==> config.mk <==
export PLATFORM = sky130hd
export DESIGN_NAME = lin_master_frame_engine_flat
export DESIGN_NICKNAME = d
export VERILOG_FILES = /design/src/lmfe_pkg.sv /design/src/lmfe_in_if.sv /design/src/lmfe_out_if.sv /design/src/lmfe_ram.sv /design/src/lin_master_frame_engine.sv /design/src/flat_wrapper.sv
export SDC_FILE = /design/constraint.sdc
export NUM_CORES = 1
export LEC_CHECK = 0
export ABC_AREA = 1
export BUFFER_PORTS_ARGS = -buffer_cell sky130_fd_sc_hd__buf_2
export CELL_PAD_IN_SITES_DETAIL_PLACEMENT = 1
export CELL_PAD_IN_SITES_GLOBAL_PLACEMENT = 1
export CORE_AREA = 2 2 266 268
export DETAILED_ROUTE_END_ITERATION = 16
export DIE_AREA = 0 0 268 270
export PLACE_DENSITY = 0.63
export SLEW_MARGIN = 30
export SYNTH_ARGS = -nofsm -noshare
export SYNTH_HDL_FRONTEND = slang
export SYNTH_SLANG_ARGS = --single-unit
==> constraint.sdc <==
create_clock -name clk -period 6.6 [get_ports clk]
set_input_delay 0.33 -clock clk [delete_from_list [all_inputs] [get_ports clk]]
set_output_delay 0.33 -clock clk [all_outputs]
set_load 0.02 [all_outputs]
==> src/lmfe_pkg.sv <==
`timescale 1ns / 1ps
`default_nettype none

package lmfe_pkg;

    // Table sizing
    localparam int MAX_ENTRIES = 16;
    localparam int ENTRY_AW    = (MAX_ENTRIES > 1) ? $clog2(MAX_ENTRIES) : 1;
    localparam int COUNT_W     = $clog2(MAX_ENTRIES + 1);
    localparam int ID_SPACE    = 64;
    localparam int ID_W        = $clog2(ID_SPACE);

    // Protocol constants
    localparam logic [7:0] SYNC_BYTE    = 8'h55;
    localparam logic [7:0] BREAK_BYTE   = 8'h00;
    localparam logic [5:0] ENH_ID_LIMIT = 6'h3C;
    localparam logic [3:0] MAX_LEN      = 4'd8;

    // Input item codes
    typedef enum logic [2:0] {
        MODE_REGISTER = 3'd0,
        MODE_BEGIN    = 3'd1,
        MODE_TX_START = 3'd2,
        MODE_TX_DATA  = 3'd3,
        MODE_RX_START = 3'd4,
        MODE_RX_DATA  = 3'd5
    } mode_t;

    typedef enum logic [2:0] {
        KIND_BREAK = 3'd0,
        KIND_SYNC  = 3'd1,
        KIND_PID   = 3'd2,
        KIND_DATA  = 3'd3,
        KIND_CSUM  = 3'd4
    } kind_t;

    typedef enum logic [2:0] {
        ST_OK           = 3'd0,
        ST_WRONG_STATE  = 3'd1,
        ST_TABLE_FULL   = 3'd2,
        ST_BAD_ID       = 3'd3,
        ST_BAD_LENGTH   = 3'd4,
        ST_UNKNOWN_ID   = 3'd5,
        ST_CSUM_ERROR   = 3'd6,
        ST_OUT_OF_SEQ   = 3'd7
    } status_t;

    typedef enum logic [1:0] {
        PH_IDLE = 2'd0,
        PH_TX   = 2'd1,
        PH_RX   = 2'd2
    } phase_t;

    typedef enum logic [2:0] {
        S_IDLE,
        S_DECODE,
        S_MAP,
        S_TAB,
        S_HDR,
        S_CSUM
    } state_t;

    // One frame table entry
    typedef struct packed {
        logic [7:0] pid;
        logic [3:0] len;
        logic       enh;
    } entry_t;

    // Protected id: parity bits in 6 and 7
    function automatic logic [7:0] make_pid(input logic [5:0] id);
        logic p0;
        logic p1;
        p0 = id[0] ^ id[1] ^ id[2] ^ id[4];
        p1 = ~(id[1] ^ id[3] ^ id[4] ^ id[5]);
        return {p1, p0, id};
    endfunction

    // 8-bit add with end-around carry
    function automatic logic [7:0] wrap_add(input logic [7:0] s, input logic [7:0] d);
        logic [8:0] t;
        t = {1'b0, s} + {1'b0, d};
        return t[7:0] + {7'd0, t[8]};
    endfunction

endpackage

`default_nettype wire

==> src/lmfe_in_if.sv <==
`timescale 1ns / 1ps
`default_nettype none

interface lmfe_in_if;
    logic       valid;
    logic       ready;
    logic [2:0] mode;
    logic [7:0] frame_id;
    logic [3:0] frame_length;
    logic       use_enhanced;
    logic [7:0] data_byte;

    modport source (
        output valid, mode, frame_id, frame_length, use_enhanced, data_byte,
        input  ready
    );
    modport sink (
        input  valid, mode, frame_id, frame_length, use_enhanced, data_byte,
        output ready
    );
endinterface

`default_nettype wire

==> src/lmfe_out_if.sv <==
`timescale 1ns / 1ps
`default_nettype none

interface lmfe_out_if;
    logic       valid;
    logic       ready;
    logic [7:0] line_byte;
    logic [2:0] byte_kind;
    logic       byte_valid;
    logic [2:0] status;
    logic       last;

    modport source (
        output valid, line_byte, byte_kind, byte_valid, status, last,
        input  ready
    );
    modport sink (
        input  valid, line_byte, byte_kind, byte_valid, status, last,
        output ready
    );
endinterface

`default_nettype wire

==> src/lmfe_ram.sv <==
`timescale 1ns / 1ps
`default_nettype none

module lmfe_ram #(
    parameter int WIDTH = 8,
    parameter int DEPTH = 16
) (
    input  logic                                      clk,
    input  logic                                      we,
    input  logic [((DEPTH > 1) ? $clog2(DEPTH) : 1)-1:0] waddr,
    input  logic [WIDTH-1:0]                          wdata,
    input  logic [((DEPTH > 1) ? $clog2(DEPTH) : 1)-1:0] raddr,
    output logic [WIDTH-1:0]                          rdata
);

    logic [WIDTH-1:0] mem [DEPTH];

    // One write port, one registered read port
    always_ff @(posedge clk)
    begin
        if (we)
        begin
            mem[waddr] <= wdata;
        end
        rdata <= mem[raddr];
    end

endmodule

`default_nettype wire

==> src/lin_master_frame_engine.sv <==
`timescale 1ns / 1ps
`default_nettype none

// Channel     Dir  Payload
// item_in     in   mode, frame_id, frame_length, use_enhanced, data_byte
// result_out  out  line_byte, byte_kind, byte_valid, status, last
//
// One item at a time: each is accepted in S_IDLE and then decoded in S_DECODE.
// A header start then reads the id map (S_MAP), then the entry table (S_TAB),
// both synchronous RAMs with a registered read, then emits four results in S_HDR.
// Results pass through a single output register; any result stalls while it
// is held. Reset clears map valid bits, count, freeze and frame state; no
// clearing pass is needed.

module lin_master_frame_engine (
    input  logic        clk,
    input  logic        rst_n,
    lmfe_in_if.sink     item_in,
    lmfe_out_if.source  result_out
);
    import lmfe_pkg::*;

    // Control state
    state_t                state_reg, state_next;
    logic [COUNT_W-1:0]    count_reg, count_next;
    logic                  frozen_reg, frozen_next;
    phase_t                phase_reg, phase_next;
    logic [3:0]            flen_reg, flen_next;
    logic [3:0]            cnt_reg, cnt_next;
    logic [7:0]            sum_reg, sum_next;
    logic [7:0]            pid_reg, pid_next;
    logic [1:0]            hdr_idx_reg, hdr_idx_next;
    logic [ID_SPACE-1:0]   map_valid_reg, map_valid_next;

    // Latched item
    logic [2:0]            mode_reg;
    logic [7:0]            id_reg;
    logic [3:0]            len_reg;
    logic                  enh_reg;
    logic [7:0]            data_reg;

    // Output register
    logic                  ovalid_reg;
    logic [7:0]            obyte_reg;
    kind_t                 okind_reg;
    logic                  obv_reg;
    status_t               ostat_reg;
    logic                  olast_reg;

    // Result being produced this cycle
    logic                  emit;
    logic [7:0]            e_byte;
    kind_t                 e_kind;
    logic                  e_bv;
    status_t               e_stat;
    logic                  e_last;
    logic                  out_free;
    logic                  accept;
    logic                  tx_final;

    // Memories
    logic                  map_we;
    logic [ENTRY_AW-1:0]   map_wdata;
    logic [ENTRY_AW-1:0]   map_rdata;
    logic                  tab_we;
    entry_t                tab_wdata;
    entry_t                tab_rdata;

    lmfe_ram #(
        .WIDTH (ENTRY_AW),
        .DEPTH (ID_SPACE)
    ) u_id_map (
        .clk   (clk),
        .we    (map_we),
        .waddr (id_reg[ID_W-1:0]),
        .wdata (map_wdata),
        .raddr (id_reg[ID_W-1:0]),
        .rdata (map_rdata)
    );

    lmfe_ram #(
        .WIDTH ($bits(entry_t)),
        .DEPTH (MAX_ENTRIES)
    ) u_entry_tab (
        .clk   (clk),
        .we    (tab_we),
        .waddr (count_reg[ENTRY_AW-1:0]),
        .wdata (tab_wdata),
        .raddr (map_rdata),
        .rdata (tab_rdata)
    );

    assign accept         = item_in.valid && item_in.ready;
    assign item_in.ready  = (state_reg == S_IDLE);
    assign out_free       = !ovalid_reg || result_out.ready;
    assign tx_final       = ({1'b0, cnt_reg} + 5'd1) >= {1'b0, flen_reg};

    assign map_wdata = count_reg[ENTRY_AW-1:0];
    assign tab_wdata = '{pid: make_pid(id_reg[ID_W-1:0]), len: len_reg, enh: enh_reg};

    // Next state and results
    always_comb
    begin
        state_next     = state_reg;
        count_next     = count_reg;
        frozen_next    = frozen_reg;
        phase_next     = phase_reg;
        flen_next      = flen_reg;
        cnt_next       = cnt_reg;
        sum_next       = sum_reg;
        pid_next       = pid_reg;
        hdr_idx_next   = hdr_idx_reg;
        map_valid_next = map_valid_reg;
        emit           = 1'b0;
        e_byte         = 8'd0;
        e_kind         = KIND_BREAK;
        e_bv           = 1'b0;
        e_stat         = ST_OK;
        e_last         = 1'b1;
        map_we         = 1'b0;
        tab_we         = 1'b0;

        case (state_reg)
            S_IDLE:
            begin
                if (item_in.valid)
                begin
                    state_next = S_DECODE;
                end
            end

            S_DECODE:
            begin
                case (mode_reg)
                    MODE_REGISTER:
                    begin
                        emit = 1'b1;
                        if (frozen_reg)
                            e_stat = ST_WRONG_STATE;
                        else if (count_reg == COUNT_W'(MAX_ENTRIES))
                            e_stat = ST_TABLE_FULL;
                        else if (id_reg[7:ID_W] != '0)
                            e_stat = ST_BAD_ID;
                        else if (len_reg == 4'd0 || len_reg > MAX_LEN)
                            e_stat = ST_BAD_LENGTH;
                        if (out_free)
                        begin
                            state_next = S_IDLE;
                            if (e_stat == ST_OK)
                            begin
                                map_we = 1'b1;
                                tab_we = 1'b1;
                                map_valid_next[id_reg[ID_W-1:0]] = 1'b1;
                                count_next = count_reg + COUNT_W'(1);
                            end
                        end
                    end

                    MODE_BEGIN:
                    begin
                        emit = 1'b1;
                        if (out_free)
                        begin
                            frozen_next = 1'b1;
                            state_next  = S_IDLE;
                        end
                    end

                    MODE_TX_START, MODE_RX_START:
                    begin
                        if (!frozen_reg || id_reg[7:ID_W] != '0
                            || !map_valid_reg[id_reg[ID_W-1:0]])
                        begin
                            emit = 1'b1;
                            if (!frozen_reg)
                                e_stat = ST_WRONG_STATE;
                            else if (id_reg[7:ID_W] != '0)
                                e_stat = ST_BAD_ID;
                            else
                                e_stat = ST_UNKNOWN_ID;
                            if (out_free)
                                state_next = S_IDLE;
                        end
                        else
                        begin
                            // map read issued this cycle
                            state_next = S_MAP;
                        end
                    end

                    MODE_TX_DATA:
                    begin
                        emit = 1'b1;
                        if (phase_reg != PH_TX)
                        begin
                            e_stat = ST_OUT_OF_SEQ;
                            if (out_free)
                                state_next = S_IDLE;
                        end
                        else
                        begin
                            e_byte = data_reg;
                            e_kind = KIND_DATA;
                            e_bv   = 1'b1;
                            e_last = !tx_final;
                            if (out_free)
                            begin
                                sum_next = wrap_add(sum_reg, data_reg);
                                cnt_next = cnt_reg + 4'd1;
                                if (tx_final)
                                begin
                                    phase_next = PH_IDLE;
                                    state_next = S_CSUM;
                                end
                                else
                                begin
                                    state_next = S_IDLE;
                                end
                            end
                        end
                    end

                    MODE_RX_DATA:
                    begin
                        emit = 1'b1;
                        if (phase_reg != PH_RX)
                        begin
                            e_stat = ST_OUT_OF_SEQ;
                        end
                        else if (cnt_reg < flen_reg)
                        begin
                            if (out_free)
                            begin
                                sum_next = wrap_add(sum_reg, data_reg);
                                cnt_next = cnt_reg + 4'd1;
                            end
                        end
                        else
                        begin
                            e_stat = (data_reg == ~sum_reg) ? ST_OK : ST_CSUM_ERROR;
                            if (out_free)
                                phase_next = PH_IDLE;
                        end
                        if (out_free)
                            state_next = S_IDLE;
                    end

                    default:
                    begin
                        emit   = 1'b1;
                        e_stat = ST_WRONG_STATE;
                        if (out_free)
                            state_next = S_IDLE;
                    end
                endcase
            end

            S_MAP:
            begin
                // map data addresses the entry table
                state_next = S_TAB;
            end

            S_TAB:
            begin
                pid_next     = tab_rdata.pid;
                flen_next    = tab_rdata.len;
                cnt_next     = 4'd0;
                sum_next     = (tab_rdata.enh && id_reg[ID_W-1:0] < ENH_ID_LIMIT)
                               ? tab_rdata.pid : 8'd0;
                phase_next   = (mode_reg == MODE_TX_START) ? PH_TX : PH_RX;
                hdr_idx_next = 2'd0;
                state_next   = S_HDR;
            end

            S_HDR:
            begin
                emit   = 1'b1;
                e_bv   = 1'b1;
                e_last = 1'b0;
                case (hdr_idx_reg)
                    2'd2:
                    begin
                        e_byte = SYNC_BYTE;
                        e_kind = KIND_SYNC;
                    end
                    2'd3:
                    begin
                        e_byte = pid_reg;
                        e_kind = KIND_PID;
                        e_last = 1'b1;
                    end
                    default:
                    begin
                        e_byte = BREAK_BYTE;
                        e_kind = KIND_BREAK;
                    end
                endcase
                if (out_free)
                begin
                    hdr_idx_next = hdr_idx_reg + 2'd1;
                    if (hdr_idx_reg == 2'd3)
                        state_next = S_IDLE;
                end
            end

            S_CSUM:
            begin
                emit   = 1'b1;
                e_byte = ~sum_reg;
                e_kind = KIND_CSUM;
                e_bv   = 1'b1;
                if (out_free)
                    state_next = S_IDLE;
            end

            default:
            begin
                state_next = S_IDLE;
            end
        endcase
    end

    // Control registers
    always_ff @(posedge clk or negedge rst_n)
    begin
        if (!rst_n)
        begin
            state_reg     <= S_IDLE;
            count_reg     <= '0;
            frozen_reg    <= 1'b0;
            phase_reg     <= PH_IDLE;
            flen_reg      <= 4'd0;
            cnt_reg       <= 4'd0;
            sum_reg       <= 8'd0;
            pid_reg       <= 8'd0;
            hdr_idx_reg   <= 2'd0;
            map_valid_reg <= '0;
            ovalid_reg    <= 1'b0;
        end
        else
        begin
            state_reg     <= state_next;
            count_reg     <= count_next;
            frozen_reg    <= frozen_next;
            phase_reg     <= phase_next;
            flen_reg      <= flen_next;
            cnt_reg       <= cnt_next;
            sum_reg       <= sum_next;
            pid_reg       <= pid_next;
            hdr_idx_reg   <= hdr_idx_next;
            map_valid_reg <= map_valid_next;
            if (emit && out_free)
                ovalid_reg <= 1'b1;
            else if (result_out.ready)
                ovalid_reg <= 1'b0;
        end
    end

    // Item and result payload
    always_ff @(posedge clk)
    begin
        if (accept)
        begin
            mode_reg <= item_in.mode;
            id_reg   <= item_in.frame_id;
            len_reg  <= item_in.frame_length;
            enh_reg  <= item_in.use_enhanced;
            data_reg <= item_in.data_byte;
        end
        if (emit && out_free)
        begin
            obyte_reg <= e_byte;
            okind_reg <= e_kind;
            obv_reg   <= e_bv;
            ostat_reg <= e_stat;
            olast_reg <= e_last;
        end
    end

    assign result_out.valid      = ovalid_reg;
    assign result_out.line_byte  = obyte_reg;
    assign result_out.byte_kind  = okind_reg;
    assign result_out.byte_valid = obv_reg;
    assign result_out.status     = ostat_reg;
    assign result_out.last       = olast_reg;

endmodule

`default_nettype wire

==> src/flat_wrapper.sv <==
// flat-port wrapper written by rule: the top's interface ports become plain ports
module lin_master_frame_engine_flat import lmfe_pkg::*;
  (clk, rst_n, item_in_valid, item_in_mode, item_in_frame_id, item_in_frame_length, item_in_use_enhanced, item_in_data_byte, item_in_ready, result_out_valid, result_out_line_byte, result_out_byte_kind, result_out_byte_valid, result_out_status, result_out_last, result_out_ready);
  lmfe_in_if item_in_i ();
  lmfe_out_if result_out_i ();
  input  logic clk;
  input  logic rst_n;
  input wire logic [$bits(item_in_i.valid)-1:0] item_in_valid;
  input wire logic [$bits(item_in_i.mode)-1:0] item_in_mode;
  input wire logic [$bits(item_in_i.frame_id)-1:0] item_in_frame_id;
  input wire logic [$bits(item_in_i.frame_length)-1:0] item_in_frame_length;
  input wire logic [$bits(item_in_i.use_enhanced)-1:0] item_in_use_enhanced;
  input wire logic [$bits(item_in_i.data_byte)-1:0] item_in_data_byte;
  output wire logic [$bits(item_in_i.ready)-1:0] item_in_ready;
  output wire logic [$bits(result_out_i.valid)-1:0] result_out_valid;
  output wire logic [$bits(result_out_i.line_byte)-1:0] result_out_line_byte;
  output wire logic [$bits(result_out_i.byte_kind)-1:0] result_out_byte_kind;
  output wire logic [$bits(result_out_i.byte_valid)-1:0] result_out_byte_valid;
  output wire logic [$bits(result_out_i.status)-1:0] result_out_status;
  output wire logic [$bits(result_out_i.last)-1:0] result_out_last;
  input wire logic [$bits(result_out_i.ready)-1:0] result_out_ready;
  assign item_in_i.valid = item_in_valid;
  assign item_in_i.mode = item_in_mode;
  assign item_in_i.frame_id = item_in_frame_id;
  assign item_in_i.frame_length = item_in_frame_length;
  assign item_in_i.use_enhanced = item_in_use_enhanced;
  assign item_in_i.data_byte = item_in_data_byte;
  assign item_in_ready = item_in_i.ready;
  assign result_out_valid = result_out_i.valid;
  assign result_out_line_byte = result_out_i.line_byte;
  assign result_out_byte_kind = result_out_i.byte_kind;
  assign result_out_byte_valid = result_out_i.byte_valid;
  assign result_out_status = result_out_i.status;
  assign result_out_last = result_out_i.last;
  assign result_out_i.ready = result_out_ready;
  lin_master_frame_engine u_core (.clk(clk), .rst_n(rst_n), .item_in(item_in_i), .result_out(result_out_i));
endmodule
==> impl_metrics.yaml <==
outcome:
  status: "complete, no violations"
layout:
  utilization: 0.422
  drive_above_1_share: 0.119
  n_antenna_cell: 0
  final_cell_mix: "edfxtp_1, nand2_1, inv_1, nor2_1, o21ai_0"
  layout_commonest_cell: "edfxtp_1"
  largest_register_ffs: 256
  fin_nets: 2198
  area_delta_synth_final_pct: 15.2
sta:
  post-route-min-period_ns: 3.48
  max-slew-margin-rel: 0.326
  finalSetupViolCount: 0
  worst_pin_slew_ns: 1.01
  tns_ns: 0
  hold_viol_final: 0
  fmax_mhz: 287
  rsz0062_at_grt: "no"
  drv_slew: 0
  post-route-period-util: 0.528
  finalClockSkew_ns: 0.0263
routing:
  drc_errors: 0
  via_count: 16424
  postRouteAntennaNets: 0
  routedWlPerCell_um: 23.4
  viasPerCell: 5.23
  drt_wl_total_um: 73500
  drt_iter0_drc: 1511
  drtPass1Iterations: 5
global_routing:
  grt-ovfl-total: 0
  grt_use_total: 0.205
  antenna_found_initial: 0
  grt_pass1_vias: 17145
  grt_start_max_net_pins: 80
  grt_pass1_wl_um: 111000
yosys:
  synth-edff-count: 504
  netlist_area_mm2: 0.0255
  netlist.area_leader.share: 0.594
  synth_top_cell_by_area: "edfxtp_1"
  synth_seq_cells: 623
  yosys_warnings: 0
  synth.avg_cell_area_um2: 12.4
  ys_types: 57
  ys_seq_area_frac: 0.707
  synth_async_sr_flop_share: 0.164
  synthesis.nets: 2107
  dominantRegCellSynth: "edfxtp_1"
  netlist_top_cells_area: "edfxtp_1, dfrtp_1, nand2_1"
  synth_cells: 2052
placed_design:
  gp_congestion: 0.829
  place_hpwl_um: 46000
  numPortBuffers: 45
floorplanning:
  start_util: 0.367
  die-area_mm2: 0.0724
  dieHeight_um: 270
  fp.dieW_um: 268
  coreArea_mm2: 0.0695
  rows: 97
  pin_count: 46
pwr:
  power_density_mw_per_mm2: 361
  leakage_nw: 10.9
  max-vdd-ir-drop_mv: 0.215
  fin_total_pwr_mw: 10.6
cts:
  cts_root_buf: "clkbuf_16"
  numCtsBuffers: 69
  cts_hold_buf: 25
  cts_resized: 0
  cts_max_path_buffers: 3
  clock_sinks: 623
  h-tree-depth: 3
  cts_tree: "built"
  insertion_delay_ns: 0.63
  cts_setup_buffers: 0
  cts.reportedPaths.clkPinSlew_ns: 0.06
critical_path:
  crit_type: "flop to flop"
  critical_path_arrival_ns: 3.73
  r2r_cells: 9
  worstPathRequired_ns: 6.85
  critPathMaxFanout: 68
  reg2reg_slack_ns: 3.12
  cp_slowest_stage_delay_ns: 0.63
  path_delay_family: "simple AND/OR/NAND/NOR gates"
  end_kind: "flop"
  worst_path_max_delay_cell: "buf_4"
  rr_startpoint: "u_core.count_reg[2]"
  r2r-end: "u_core.u_id_map.mem[46][3]"
  cp-start-kind: "flop"
  crit_buf_inv: 2
  worstPathCellList: "buf_4, nor2_1, nand3_1, nand2_1, nor4_2, and3_1, buf_4, nand2_1, nor2_1"
worst_hold_path:
  hold_depth: 4
  worstHoldEndpoint: "u_core.state_reg[0]"
  hp-start: "result_out_ready"
  hold_class: "primary input to flop"
run:
  cap_violations: 0
-- worst reg2reg max path: stages (launching register included) --
cell	delay, ns
dfrtp_2	0.34
buf_4	0.63
nor2_1	0.20
nand3_1	0.13
nand2_1	0.09
nor4_2	0.18
and3_1	0.20
buf_4	0.30
nand2_1	0.45
nor2_1	0.58
-- how the worst max path moves through the flow --
| stage | end | depth (start not counted) | slack, ns | start |
|---|---|---|---|---|
| 2_1_floorplan | u_core.u_entry_tab.mem[11][0] | 10 | 3.23 | u_core.count_reg[0] |
| 3_3_place_gp | u_core.u_entry_tab.mem[5][11] | 9 | 2.93 | u_core.count_reg[2] |
| 3_5_place_dp | u_core.u_entry_tab.mem[5][9] | 9 | 3.11 | u_core.count_reg[2] |
| 5_1_grt | u_core.u_id_map.mem[46][2] | 9 | 2.93 | u_core.count_reg[2] |
| 4_1_cts | u_core.u_id_map.mem[43][1] | 9 | 3.12 | u_core.count_reg[2] |
| 6_report | u_core.u_id_map.mem[46][3] | 9 | 3.12 | u_core.count_reg[2] |
-- cell usage after synthesis (all sizes together) (2+ instances only) --
cell type    n
inv        157
xnor2        4
nor3         6
a221oi      26
o211ai      57
a22oi       40
nand2      448
dfrtp      102
a31oi        7
a21oi       71
buf         42
nor2       139
xor2        11
o21ai      131
edfxtp     504
dfxtp       17
o221ai       4
nand3       46
ha          26
nand4       33
or2         56
and3         3
mux2i       52
clkbuf      42
o2bb2ai      2
a22o        10
clkinv       2
-- report_power, final --
part	switching, mW	internal [mW]
Combinational	1.48	0.583
Clock	1.62	2.25
Sequential	0.142	4.51
-- cell families (layout without fill, tap and decap cells) --
| family | count (synthesis) | in the layout | synth area share |
|---|---|---|---|
| simple gates | 733 | 733 | 0.124 |
| flops | 623 | 623 | 0.707 |
| compound gates | 358 | 358 | 0.0890 |
| buf+inv | 243 | 391 | 0.0400 |
| mux | 53 | 53 | 0.0209 |
| fa+ha+maj | 27 | 27 | 0.0135 |
| xor+xnor | 15 | 15 | 0.00515 |
-- stage by stage --
stage          setup WS [ns]  cell area [um^2]  std cells  hold WS (ns)
4_1_cts                 3.12             29300       3138         0.114
3_5_place_dp            3.11             26800       2985         0.432
6_report                3.12             29400       3140         0.133
3_3_place_gp            2.93             26800       2985         0.425
2_1_floorplan           3.23             25500       2052        0.0344
5_1_grt                 2.93             29400       3140         0.162
-- layer usage --
layer | vias up | track usage | routed length (um)
li1 | 7457 | - | -
met1 | 8453 | 0.288 | 33400
met2 | 425 | 0.333 | 35600
met3 | 89 | 0.0300 | 3170
met4 | 0 | 0.0522 | 1410
met5 | - | 0 | 0
-- final cells by class --
class / count / area (um^2)
Fill cell: 7257 / 40200
Sequential cell: 623 / 18000
Multi-Input combinational cell: 1186 / 6530
Clock buffer: 93 / 1870
Tap cell: 940 / 1180
Timing Repair Buffer: 104 / 753
Inverter: 159 / 599
Clock inverter: 35 / 397
No activity file was read; power rests on OpenSTA's default activity.
